File: config.mk
export PLATFORM = sky130hd
export DESIGN_NAME = i2c_master_write_engine_flat
export DESIGN_NICKNAME = d
export VERILOG_FILES = /design/src/design/i2cmw_pkg.sv /design/src/design/i2cmw_in_if.sv /design/src/design/i2cmw_out_if.sv /design/src/design/i2cmw_front.sv /design/src/design/i2cmw_back.sv /design/src/design/i2c_master_write_engine.sv /design/src/flat_wrapper.sv
export VERILOG_INCLUDE_DIRS = /design/src /design/src/design
export SDC_FILE = /design/constraint.sdc
export NUM_CORES = 1
export LEC_CHECK = 0
export BUFFER_PORTS_ARGS = -buffer_cell sky130_fd_sc_hd__buf_4
export CELL_PAD_IN_SITES_DETAIL_PLACEMENT = 1
export CELL_PAD_IN_SITES_GLOBAL_PLACEMENT = 1
export CORE_AREA = 2 2 101 103
export CTS_CLUSTER_DIAMETER = 150
export CTS_CLUSTER_SIZE = 14
export DETAILED_ROUTE_END_ITERATION = 10
export DIE_AREA = 0 0 103 105
export MAX_ROUTING_LAYER = met4
export PLACE_DENSITY_LB_ADDON = 0.05
export SYNTH_ARGS = -nofsm -noshare
export SYNTH_HDL_FRONTEND = slang
export SYNTH_SLANG_ARGS = --single-unit
File: constraint.sdc
create_clock -name clk -period 3.8 [get_ports clk]
set_clock_uncertainty 0.1 [all_clocks]
set_input_delay 0.38 -clock clk [delete_from_list [all_inputs] [get_ports clk]]
set_output_delay 0.38 -clock clk [all_outputs]
set_load 0.005 [all_outputs]
File: src/design/i2c_master_write_engine_defines.svh
// Assertion macros shared by the write engine.
`ifndef I2C_MASTER_WRITE_ENGINE_DEFINES_SVH
`define I2C_MASTER_WRITE_ENGINE_DEFINES_SVH

// Same-cycle implication, checked on the rising clock edge outside reset.
`define I2CMW_ASSERT_IMP(label, clock, reset, ante, cons, msg) \
  label: assert property (@(posedge clock) disable iff (reset) (ante) |-> (cons)) \
    else $error(msg);

// Next-cycle implication, checked on the rising clock edge outside reset.
`define I2CMW_ASSERT_NXT(label, clock, reset, ante, cons, msg) \
  label: assert property (@(posedge clock) disable iff (reset) (ante) |=> (cons)) \
    else $error(msg);

`endif

File: src/design/i2cmw_pkg.sv
package i2cmw_pkg;

  // Function codes of an input request.
  localparam logic [1:0] FUNC_BEGIN = 2'd1;
  localparam logic [1:0] FUNC_BYTE  = 2'd2;

  // Status codes of a transaction.
  localparam logic [2:0] ST_OK       = 3'd0;
  localparam logic [2:0] ST_SDA_LOW  = 3'd1;
  localparam logic [2:0] ST_SCL_LOW  = 3'd2;
  localparam logic [2:0] ST_ADDR_NAK = 3'd3;
  localparam logic [2:0] ST_DATA_NAK = 3'd4;

  // Largest byte count the count field can hold.
  localparam int unsigned COUNT_FIELD_MAX = 255;

  // Request class decided by the front end.
  typedef enum logic [1:0] {
    KIND_TICK  = 2'd0,
    KIND_BEGIN = 2'd1,
    KIND_BYTE  = 2'd2
  } kind_t;

  // Bus sequencer states.
  typedef enum logic [10:0] {
    M_IDLE   = 11'b000_0000_0001,
    M_CHECK  = 11'b000_0000_0010,
    M_SEND_A = 11'b000_0000_0100,
    M_SEND_D = 11'b000_0000_1000,
    M_ACK_A  = 11'b000_0001_0000,
    M_ACK_D  = 11'b000_0010_0000,
    M_SAMP_A = 11'b000_0100_0000,
    M_SAMP_D = 11'b000_1000_0000,
    M_WAIT   = 11'b001_0000_0000,
    M_STOP2  = 11'b010_0000_0000,
    M_STOP3  = 11'b100_0000_0000
  } mode_t;

  // One classified request as held in the queue.
  typedef struct packed {
    kind_t      kind;
    logic [6:0] addr;
    logic [7:0] data;
    logic [7:0] count;
    logic       sda;
    logic       scl;
  } item_t;

  // Queue head as seen by the back end.
  typedef struct packed {
    logic  valid;
    item_t item;
  } q_t;

endpackage

File: src/design/i2cmw_in_if.sv
interface i2cmw_in_if;
  logic       valid;
  logic       ready;
  logic [1:0] func;
  logic [6:0] addr;
  logic [7:0] data;
  logic [7:0] byte_count;
  logic       sda_in;
  logic       scl_in;

  modport source (
    output valid, func, addr, data, byte_count, sda_in, scl_in,
    input  ready
  );
  modport sink (
    input  valid, func, addr, data, byte_count, sda_in, scl_in,
    output ready
  );
endinterface

File: src/design/i2cmw_out_if.sv
interface i2cmw_out_if;
  logic       valid;
  logic       ready;
  logic       scl_out;
  logic       sda_out;
  logic       need_byte;
  logic       busy_res;
  logic       done_res;
  logic [2:0] status;

  modport source (
    output valid, scl_out, sda_out, need_byte, busy_res, done_res, status,
    input  ready
  );
  modport sink (
    input  valid, scl_out, sda_out, need_byte, busy_res, done_res, status,
    output ready
  );
endinterface

File: src/design/i2cmw_front.sv
module i2cmw_front #(
  parameter int MAX_LEN = 255
) (
  input  logic            clk,
  input  logic            rst,
  i2cmw_in_if.sink        cmd,
  input  logic            pop,
  output i2cmw_pkg::q_t   head
);

  // The byte count field never exceeds its own maximum, so the cap only bites below it.
  localparam int CapInt = (MAX_LEN > int'(i2cmw_pkg::COUNT_FIELD_MAX)) ?
                          int'(i2cmw_pkg::COUNT_FIELD_MAX) : MAX_LEN;
  localparam logic [7:0] CapVal = 8'(CapInt);

  i2cmw_pkg::item_t queue [2];
  logic             wr_ptr;
  logic             rd_ptr;
  logic [1:0]       fill;
  logic             push;
  i2cmw_pkg::item_t item_in;

  assign cmd.ready = (fill != 2'd2);
  assign push      = cmd.valid && cmd.ready;

  // Classify the request and cap the byte count.
  always_comb begin
    item_in.addr  = cmd.addr;
    item_in.data  = cmd.data;
    item_in.sda   = cmd.sda_in;
    item_in.scl   = cmd.scl_in;
    item_in.count = (cmd.byte_count > CapVal) ? CapVal : cmd.byte_count;
    case (cmd.func)
      i2cmw_pkg::FUNC_BEGIN: item_in.kind = i2cmw_pkg::KIND_BEGIN;
      i2cmw_pkg::FUNC_BYTE:  item_in.kind = i2cmw_pkg::KIND_BYTE;
      default:               item_in.kind = i2cmw_pkg::KIND_TICK;
    endcase
  end

  // Queue storage.
  always_ff @(posedge clk) begin
    if (push) begin
      queue[wr_ptr] <= item_in;
    end
  end

  // Queue pointers and fill level.
  always_ff @(posedge clk) begin
    if (rst) begin
      wr_ptr <= 1'b0;
      rd_ptr <= 1'b0;
      fill   <= 2'd0;
    end else begin
      if (push) begin
        wr_ptr <= ~wr_ptr;
      end
      if (pop) begin
        rd_ptr <= ~rd_ptr;
      end
      case ({push, pop})
        2'b10:   fill <= fill + 2'd1;
        2'b01:   fill <= fill - 2'd1;
        default: fill <= fill;
      endcase
    end
  end

  assign head.valid = (fill != 2'd0);
  assign head.item  = queue[rd_ptr];

endmodule

File: src/design/i2cmw_back.sv
module i2cmw_back (
  input  logic            clk,
  input  logic            rst,
  input  i2cmw_pkg::q_t   head,
  output logic            pop,
  i2cmw_out_if.source     res
);

  i2cmw_pkg::mode_t mode, mode_next;
  logic             half_phase, half_phase_next;
  logic [3:0]       bit_index, bit_index_next;
  logic [7:0]       shift_byte, shift_byte_next;
  logic [7:0]       bytes_left, bytes_left_next;
  logic [2:0]       result_code, result_code_next;
  logic             scl_o, sda_o, need, done;
  logic [3:0]       bit_inc;
  logic             out_valid;
  i2cmw_pkg::item_t it;

  assign it      = head.item;
  assign pop     = head.valid && (!out_valid || res.ready);
  assign bit_inc = bit_index + 4'd1;

  // One half-bit tick of the bus sequencer.
  always_comb begin
    mode_next        = mode;
    half_phase_next  = half_phase;
    bit_index_next   = bit_index;
    shift_byte_next  = shift_byte;
    bytes_left_next  = bytes_left;
    result_code_next = result_code;
    scl_o = 1'b1;
    sda_o = 1'b1;
    need  = 1'b0;
    done  = 1'b0;
    case (mode)
      i2cmw_pkg::M_CHECK: begin
        if (!it.sda) begin
          result_code_next = i2cmw_pkg::ST_SDA_LOW;
          done      = 1'b1;
          mode_next = i2cmw_pkg::M_IDLE;
        end else if (!it.scl) begin
          result_code_next = i2cmw_pkg::ST_SCL_LOW;
          done      = 1'b1;
          mode_next = i2cmw_pkg::M_IDLE;
        end else begin
          sda_o           = 1'b0;
          mode_next       = i2cmw_pkg::M_SEND_A;
          half_phase_next = 1'b0;
          bit_index_next  = 4'd0;
        end
      end
      i2cmw_pkg::M_SEND_A, i2cmw_pkg::M_SEND_D: begin
        sda_o = shift_byte[7];
        if (!half_phase) begin
          scl_o           = 1'b0;
          half_phase_next = 1'b1;
        end else begin
          shift_byte_next = {shift_byte[6:0], 1'b0};
          bit_index_next  = bit_inc;
          half_phase_next = 1'b0;
          if (bit_inc >= 4'd8) begin
            bit_index_next = 4'd0;
            mode_next = (mode == i2cmw_pkg::M_SEND_A) ? i2cmw_pkg::M_ACK_A :
                                                        i2cmw_pkg::M_ACK_D;
          end
        end
      end
      i2cmw_pkg::M_ACK_A, i2cmw_pkg::M_ACK_D: begin
        if (!half_phase) begin
          scl_o           = 1'b0;
          half_phase_next = 1'b1;
        end else begin
          half_phase_next = 1'b0;
          mode_next = (mode == i2cmw_pkg::M_ACK_A) ? i2cmw_pkg::M_SAMP_A :
                                                     i2cmw_pkg::M_SAMP_D;
        end
      end
      i2cmw_pkg::M_SAMP_A, i2cmw_pkg::M_SAMP_D: begin
        if (it.sda) begin
          result_code_next = (mode == i2cmw_pkg::M_SAMP_A) ? i2cmw_pkg::ST_ADDR_NAK :
                                                             i2cmw_pkg::ST_DATA_NAK;
          scl_o     = 1'b0;
          sda_o     = 1'b0;
          mode_next = i2cmw_pkg::M_STOP2;
        end else if (bytes_left == 8'd0) begin
          scl_o     = 1'b0;
          sda_o     = 1'b0;
          mode_next = i2cmw_pkg::M_STOP2;
        end else begin
          need      = 1'b1;
          mode_next = i2cmw_pkg::M_WAIT;
        end
      end
      i2cmw_pkg::M_WAIT: begin
        if (it.kind == i2cmw_pkg::KIND_BYTE) begin
          // The low half of the first data bit goes out on this tick.
          shift_byte_next = it.data;
          bytes_left_next = bytes_left - 8'd1;
          bit_index_next  = 4'd0;
          scl_o           = 1'b0;
          sda_o           = it.data[7];
          half_phase_next = 1'b1;
          mode_next       = i2cmw_pkg::M_SEND_D;
        end else begin
          need = 1'b1;
        end
      end
      i2cmw_pkg::M_STOP2: begin
        sda_o     = 1'b0;
        mode_next = i2cmw_pkg::M_STOP3;
      end
      i2cmw_pkg::M_STOP3: begin
        done      = 1'b1;
        mode_next = i2cmw_pkg::M_IDLE;
      end
      default: begin
        mode_next = i2cmw_pkg::M_IDLE;
        if (it.kind == i2cmw_pkg::KIND_BEGIN) begin
          shift_byte_next  = {it.addr, 1'b0};
          bytes_left_next  = it.count;
          bit_index_next   = 4'd0;
          half_phase_next  = 1'b0;
          result_code_next = i2cmw_pkg::ST_OK;
          mode_next        = i2cmw_pkg::M_CHECK;
        end
      end
    endcase
  end

  // Sequencer state advances once per popped request.
  always_ff @(posedge clk) begin
    if (rst) begin
      mode        <= i2cmw_pkg::M_IDLE;
      half_phase  <= 1'b0;
      bit_index   <= 4'd0;
      shift_byte  <= 8'd0;
      bytes_left  <= 8'd0;
      result_code <= i2cmw_pkg::ST_OK;
    end else if (pop) begin
      mode        <= mode_next;
      half_phase  <= half_phase_next;
      bit_index   <= bit_index_next;
      shift_byte  <= shift_byte_next;
      bytes_left  <= bytes_left_next;
      result_code <= result_code_next;
    end
  end

  // Output register valid flag.
  always_ff @(posedge clk) begin
    if (rst) begin
      out_valid <= 1'b0;
    end else if (pop) begin
      out_valid <= 1'b1;
    end else if (res.ready) begin
      out_valid <= 1'b0;
    end
  end

  // Output register payload.
  always_ff @(posedge clk) begin
    if (pop) begin
      res.scl_out   <= scl_o;
      res.sda_out   <= sda_o;
      res.need_byte <= need;
      res.busy_res  <= (mode_next != i2cmw_pkg::M_IDLE);
      res.done_res  <= done;
      res.status    <= result_code_next;
    end
  end

  assign res.valid = out_valid;

endmodule

File: src/design/i2c_master_write_engine.sv
// An accepted request waits in a queue entry, then its result is registered in the output register.
// Throughput: one request per cycle while results are taken; the sequencer steps one half-bit tick per request.
// A two-entry queue sits between the request classifier and the sequencer.
// Reset (synchronous, active high) empties the queue, clears the output valid flag
// and returns the sequencer to idle with status zero.
`include "i2c_master_write_engine_defines.svh"

module i2c_master_write_engine #(
  parameter int MAX_LEN = 255
) (
  input logic          clk,
  input logic          rst,
  i2cmw_in_if.sink     cmd,
  i2cmw_out_if.source  res
);

  i2cmw_pkg::q_t head;
  logic          pop;

  i2cmw_front #(
    .MAX_LEN (MAX_LEN)
  ) u_front (
    .clk  (clk),
    .rst  (rst),
    .cmd  (cmd),
    .pop  (pop),
    .head (head)
  );

  i2cmw_back u_back (
    .clk  (clk),
    .rst  (rst),
    .head (head),
    .pop  (pop),
    .res  (res)
  );

  // A finished transaction leaves the engine idle.
  `I2CMW_ASSERT_IMP(a_done_idle, clk, rst, res.valid && res.done_res, !res.busy_res, "done while busy")

  // While waiting for a byte both lines are released.
  `I2CMW_ASSERT_IMP(a_wait_lines, clk, rst, res.valid && res.need_byte, res.busy_res && res.scl_out && res.sda_out, "bad lines while waiting")

  // A done pulse never lasts two results.
  `I2CMW_ASSERT_NXT(a_done_pulse, clk, rst, res.valid && res.ready && res.done_res, !(res.valid && res.done_res), "done held")

  // The back end only takes requests that the queue holds.
  `I2CMW_ASSERT_IMP(a_pop_valid, clk, rst, pop, head.valid, "pop from empty queue")

endmodule
File: src/flat_wrapper.sv
// flat-port wrapper written by rule: the top's interface ports become plain ports
module i2c_master_write_engine_flat 
#(
  parameter int MAX_LEN = 255
)
  (clk, rst, cmd_valid, cmd_func, cmd_addr, cmd_data, cmd_byte_count, cmd_sda_in, cmd_scl_in, cmd_ready, res_valid, res_scl_out, res_sda_out, res_need_byte, res_busy_res, res_done_res, res_status, res_ready);
  i2cmw_in_if cmd_i ();
  i2cmw_out_if res_i ();
  input logic clk;
  input logic rst;
  input wire logic [$bits(cmd_i.valid)-1:0] cmd_valid;
  input wire logic [$bits(cmd_i.func)-1:0] cmd_func;
  input wire logic [$bits(cmd_i.addr)-1:0] cmd_addr;
  input wire logic [$bits(cmd_i.data)-1:0] cmd_data;
  input wire logic [$bits(cmd_i.byte_count)-1:0] cmd_byte_count;
  input wire logic [$bits(cmd_i.sda_in)-1:0] cmd_sda_in;
  input wire logic [$bits(cmd_i.scl_in)-1:0] cmd_scl_in;
  output wire logic [$bits(cmd_i.ready)-1:0] cmd_ready;
  output wire logic [$bits(res_i.valid)-1:0] res_valid;
  output wire logic [$bits(res_i.scl_out)-1:0] res_scl_out;
  output wire logic [$bits(res_i.sda_out)-1:0] res_sda_out;
  output wire logic [$bits(res_i.need_byte)-1:0] res_need_byte;
  output wire logic [$bits(res_i.busy_res)-1:0] res_busy_res;
  output wire logic [$bits(res_i.done_res)-1:0] res_done_res;
  output wire logic [$bits(res_i.status)-1:0] res_status;
  input wire logic [$bits(res_i.ready)-1:0] res_ready;
  assign cmd_i.valid = cmd_valid;
  assign cmd_i.func = cmd_func;
  assign cmd_i.addr = cmd_addr;
  assign cmd_i.data = cmd_data;
  assign cmd_i.byte_count = cmd_byte_count;
  assign cmd_i.sda_in = cmd_sda_in;
  assign cmd_i.scl_in = cmd_scl_in;
  assign cmd_ready = cmd_i.ready;
  assign res_valid = res_i.valid;
  assign res_scl_out = res_i.scl_out;
  assign res_sda_out = res_i.sda_out;
  assign res_need_byte = res_i.need_byte;
  assign res_busy_res = res_i.busy_res;
  assign res_done_res = res_i.done_res;
  assign res_status = res_i.status;
  assign res_i.ready = res_ready;
  i2c_master_write_engine #(.MAX_LEN(MAX_LEN)) u_core (.clk(clk), .rst(rst), .cmd(cmd_i), .res(res_i));
endmodule
==> impl_metrics.json <==
{
  "cp_data_required_time_ns": 3.94,
  "final_max_slew_viol_count": 0,
  "postCtsResizedCells": 0,
  "tightestPinTransition_ns": 0.773,
  "worstSkewPairLatency_ns": 0.36,
  "critical-path-slowest-cell": "sky130_fd_sc_hd__a221oi_2",
  "core_region_area_mm2": 0.00964,
  "numPlacedInstances": 597,
  "syn_area_per_cell_um2": 11.0,
  "antenna_cells": 0,
  "grt.total_usage": 0.229,
  "slew-limit-headroom": 0.481,
  "finalCritPeriodShare": 0.751,
  "cts.hold.buffers_added": 0,
  "powerDensity_mw_per_mm2": 583,
  "synth_cells": 440,
  "final_hold_vios": 0,
  "io_pins": 41,
  "final-seq-area_mm2": 0.00268,
  "synth.lib_cells_used.distinct": 62,
  "placed_area_mm2": 0.00526,
  "synth_top_cell_by_area": "sky130_fd_sc_hd__edfxtp_1",
  "final_layout_size_suffix_gt1_frac": 0.179,
  "ctsLongestPathBuffers": 2,
  "grt_max_degree": 48,
  "min_path_type": "input port to flop",
  "drt_initial_violations": 127,
  "reg2reg_slack_ns": 0.94,
  "cts_setup_buffers": 0,
  "critical_path.startpoint_type": "flop",
  "cts_tree": "done",
  "routed_wirelength_um": 11300,
  "tns_ns": 0,
  "worst-endpoint-arrival_ns": 2.99,
  "grt_antenna_before_repair": 0,
  "irDropWorstVdd_mv": 0.313,
  "finalWorstSetupSlack_ns": 0.945,
  "via_to_cell_ratio": 5.77,
  "finalNetCount": 510,
  "reg2reg_path_depth": 6,
  "top_area_cells_in_the_synthesized_netlist": "sky130_fd_sc_hd__edfxtp_1, sky130_fd_sc_hd__dfxtp_1, sky130_fd_sc_hd__mux2i_1",
  "synthDominantCellAreaShare": 0.385,
  "setup_violations": 0,
  "timing.hold.worst_path_depth": 1,
  "run_status": "complete, no violations",
  "synth_commonest_cells": "sky130_fd_sc_hd__edfxtp_1, sky130_fd_sc_hd__nor2_1, sky130_fd_sc_hd__dfxtp_1, sky130_fd_sc_hd__a21oi_1, sky130_fd_sc_hd__mux2i_1",
  "ys.warnings.count": 0,
  "grt_setup_unrepaired": "false",
  "fin_cells": 613,
  "post-layout-total-power_uw": 3170,
  "first_pass_iters": 5,
  "cts-htree-levels": 3,
  "leakagePower_uw": 0.00194,
  "synth-async-reset-ratio": 0,
  "clkSlewWorstSetupHoldPaths_ns": 0.11,
  "fmax_mhz": 350,
  "drv_cap": 0,
  "clockRootBuffer": "sky130_fd_sc_hd__clkbuf_8",
  "global_route.overflow_total": 0,
  "post_synthesis_sequential_area_ratio": 0.554,
  "globalplace.congestion": 0.913,
  "post-route-min-period_ns": 2.86,
  "synth_enable_flop_cells": 62,
  "route.vias.total": 3538,
  "initial_utilization": 0.502,
  "layout-area-overhead-vs-synth_pct": 12.5,
  "pre_cts_slack_ns": 1.02,
  "critical_path.max_fanout": 13,
  "die_outline_width_um": 103,
  "multi_input_comb_area_mm2": 0.00200,
  "synth_ff_type": "sky130_fd_sc_hd__edfxtp_1",
  "post_drt_wl_per_cell_um": 18.5,
  "most_instantiated_library_cell_after_synthesis": "sky130_fd_sc_hd__edfxtp_1",
  "design_area_mm2": 0.00545,
  "first_global_vias": 3801,
  "floorplan.die.height_um": 105,
  "critPathCaptureType": "flop",
  "syn-cell-area_mm2": 0.00484,
  "die_area_mm2": 0.0108,
  "critical-path-max-stage-delay_ns": 0.68,
  "timing.setup.critical_path_class": "flop to flop",
  "placement_rows": 36,
  "cts_inserted_buffers": 9,
  "crit_path_cell_trace": "xor2_1 -> and4_1 -> a221oi_2 -> nand3_4 -> a2111oi_1 -> nor3_1",
  "io_buffer_count": 40,
  "ant_nets": 0,
  "hpwlAfterDp_um": 8060,
  "mappedNetlistNets": 475,
  "grt_first_pass_wirelength_um": 18700,
  "cts_num_sinks": 103,
  "drt_drc_violations_left": 0,
  "fillerInstances": 1050,
  "postSynthRegisterBits": 103
}
[power by group]
part | switching, µW | internal, µW
clock | 406 | 258
combinational | 631 | 392
sequential | 98.8 | 1390
[cell usage in the layout, fill, tap and decap left out, types with 4 or more instances in the layout]
master / instances
sky130_fd_sc_hd__or3_1: 4
sky130_fd_sc_hd__nand3_1: 7
sky130_fd_sc_hd__mux2i_1: 27
sky130_fd_sc_hd__inv_1: 13
sky130_fd_sc_hd__a21oi_1: 32
sky130_fd_sc_hd__mux2_2: 5
sky130_fd_sc_hd__edfxtp_1: 62
sky130_fd_sc_hd__nand3b_1: 4
sky130_fd_sc_hd__nor2_1: 46
sky130_fd_sc_hd__dfxtp_1: 41
sky130_fd_sc_hd__nand2_1: 25
sky130_fd_sc_hd__nand2b_1: 9
sky130_fd_sc_hd__ha_1: 4
sky130_fd_sc_hd__o21ai_0: 21
sky130_fd_sc_hd__clkbuf_8: 9
sky130_fd_sc_hd__buf_4: 47
sky130_fd_sc_hd__xor2_1: 5
sky130_fd_sc_hd__nand4_1: 5
sky130_fd_sc_hd__a31oi_1: 5
sky130_fd_sc_hd__a221o_1: 5
sky130_fd_sc_hd__a211o_1: 5
sky130_fd_sc_hd__nor3_1: 16
sky130_fd_sc_hd__nor2b_1: 9
[routing by layer]
layer	global-route usage	vias up	routed length, µm
met4	0.0874	0	367
met2	0.371	82	5650
met3	0.0441	31	340
li1	-	1714	-
met5	-	-	0
met1	0.280	1711	4970
[path summary, 6_finish.rpt]
check                                                   end                   startpoint
worst min register to register  u_core.u_back.shift_byte[0]  u_core.u_back.shift_byte[0]
worst max-delay path            u_core.u_back.shift_byte[2]        u_core.u_back.mode[3]
worst max register to register  u_core.u_back.shift_byte[2]        u_core.u_back.mode[3]
worst min-delay path             u_core.u_front.queue[0][5]            cmd_byte_count[3]
[cells by family (layout without fill, tap and decap cells)]
logic type / Yosys count / count (layout) / share of synthesized area
compound gates: 102 / 102 / 0.142
xor+xnor: 8 / 8 / 0.0145
fa+ha+maj: 4 / 4 / 0.0103
buf+inv: 37 / 77 / 0.0323
flops: 103 / 103 / 0.554
mux: 32 / 32 / 0.0675
simple gates: 154 / 154 / 0.179
[critical path, delay by kind of cell, from the launching register on]
| kind | cells | cell delay (ns) |
|---|---|---|
| XOR/XNOR | 1 | 0.20 |
| flip-flops | 1 | 0.57 |
| AO/OA/AOI/OAI | 2 | 1.11 |
| AND/OR/NAND/NOR | 3 | 0.74 |
[stage by stage]
step	utilization	hold WS, ns
2_1_floorplan	-	0.332
3_3_place_gp	0.545	0.338
3_5_place_dp	0.545	0.351
4_1_cts	0.565	0.0687
5_1_grt	0.565	0.0614
6_report	0.565	0.0874
[registers in the layout, indices dropped and copies added (netlist names), 2 cells and up, named ones only]
name                       count
u_core.u_back.result_code      3
u_core.u_front.queue          54
u_core.u_front.fill            2
u_core.u_back.res.status       3
u_core.u_back.shift_byte       8
u_core.u_back.bit_index        4
u_core.u_back.bytes_left       8
u_core.u_back.mode            11
[final cells by class]
class                   instances  share of cell area
flip-flops and latches        103               0.493
multi-input cells             300               0.368
repair buffers                 47              0.0648
well taps                     133              0.0306
clock buffers                  10              0.0234
clock inverters                 6              0.0110
inverters                      14             0.00965
No activity file was read; power rests on OpenSTA's default activity.
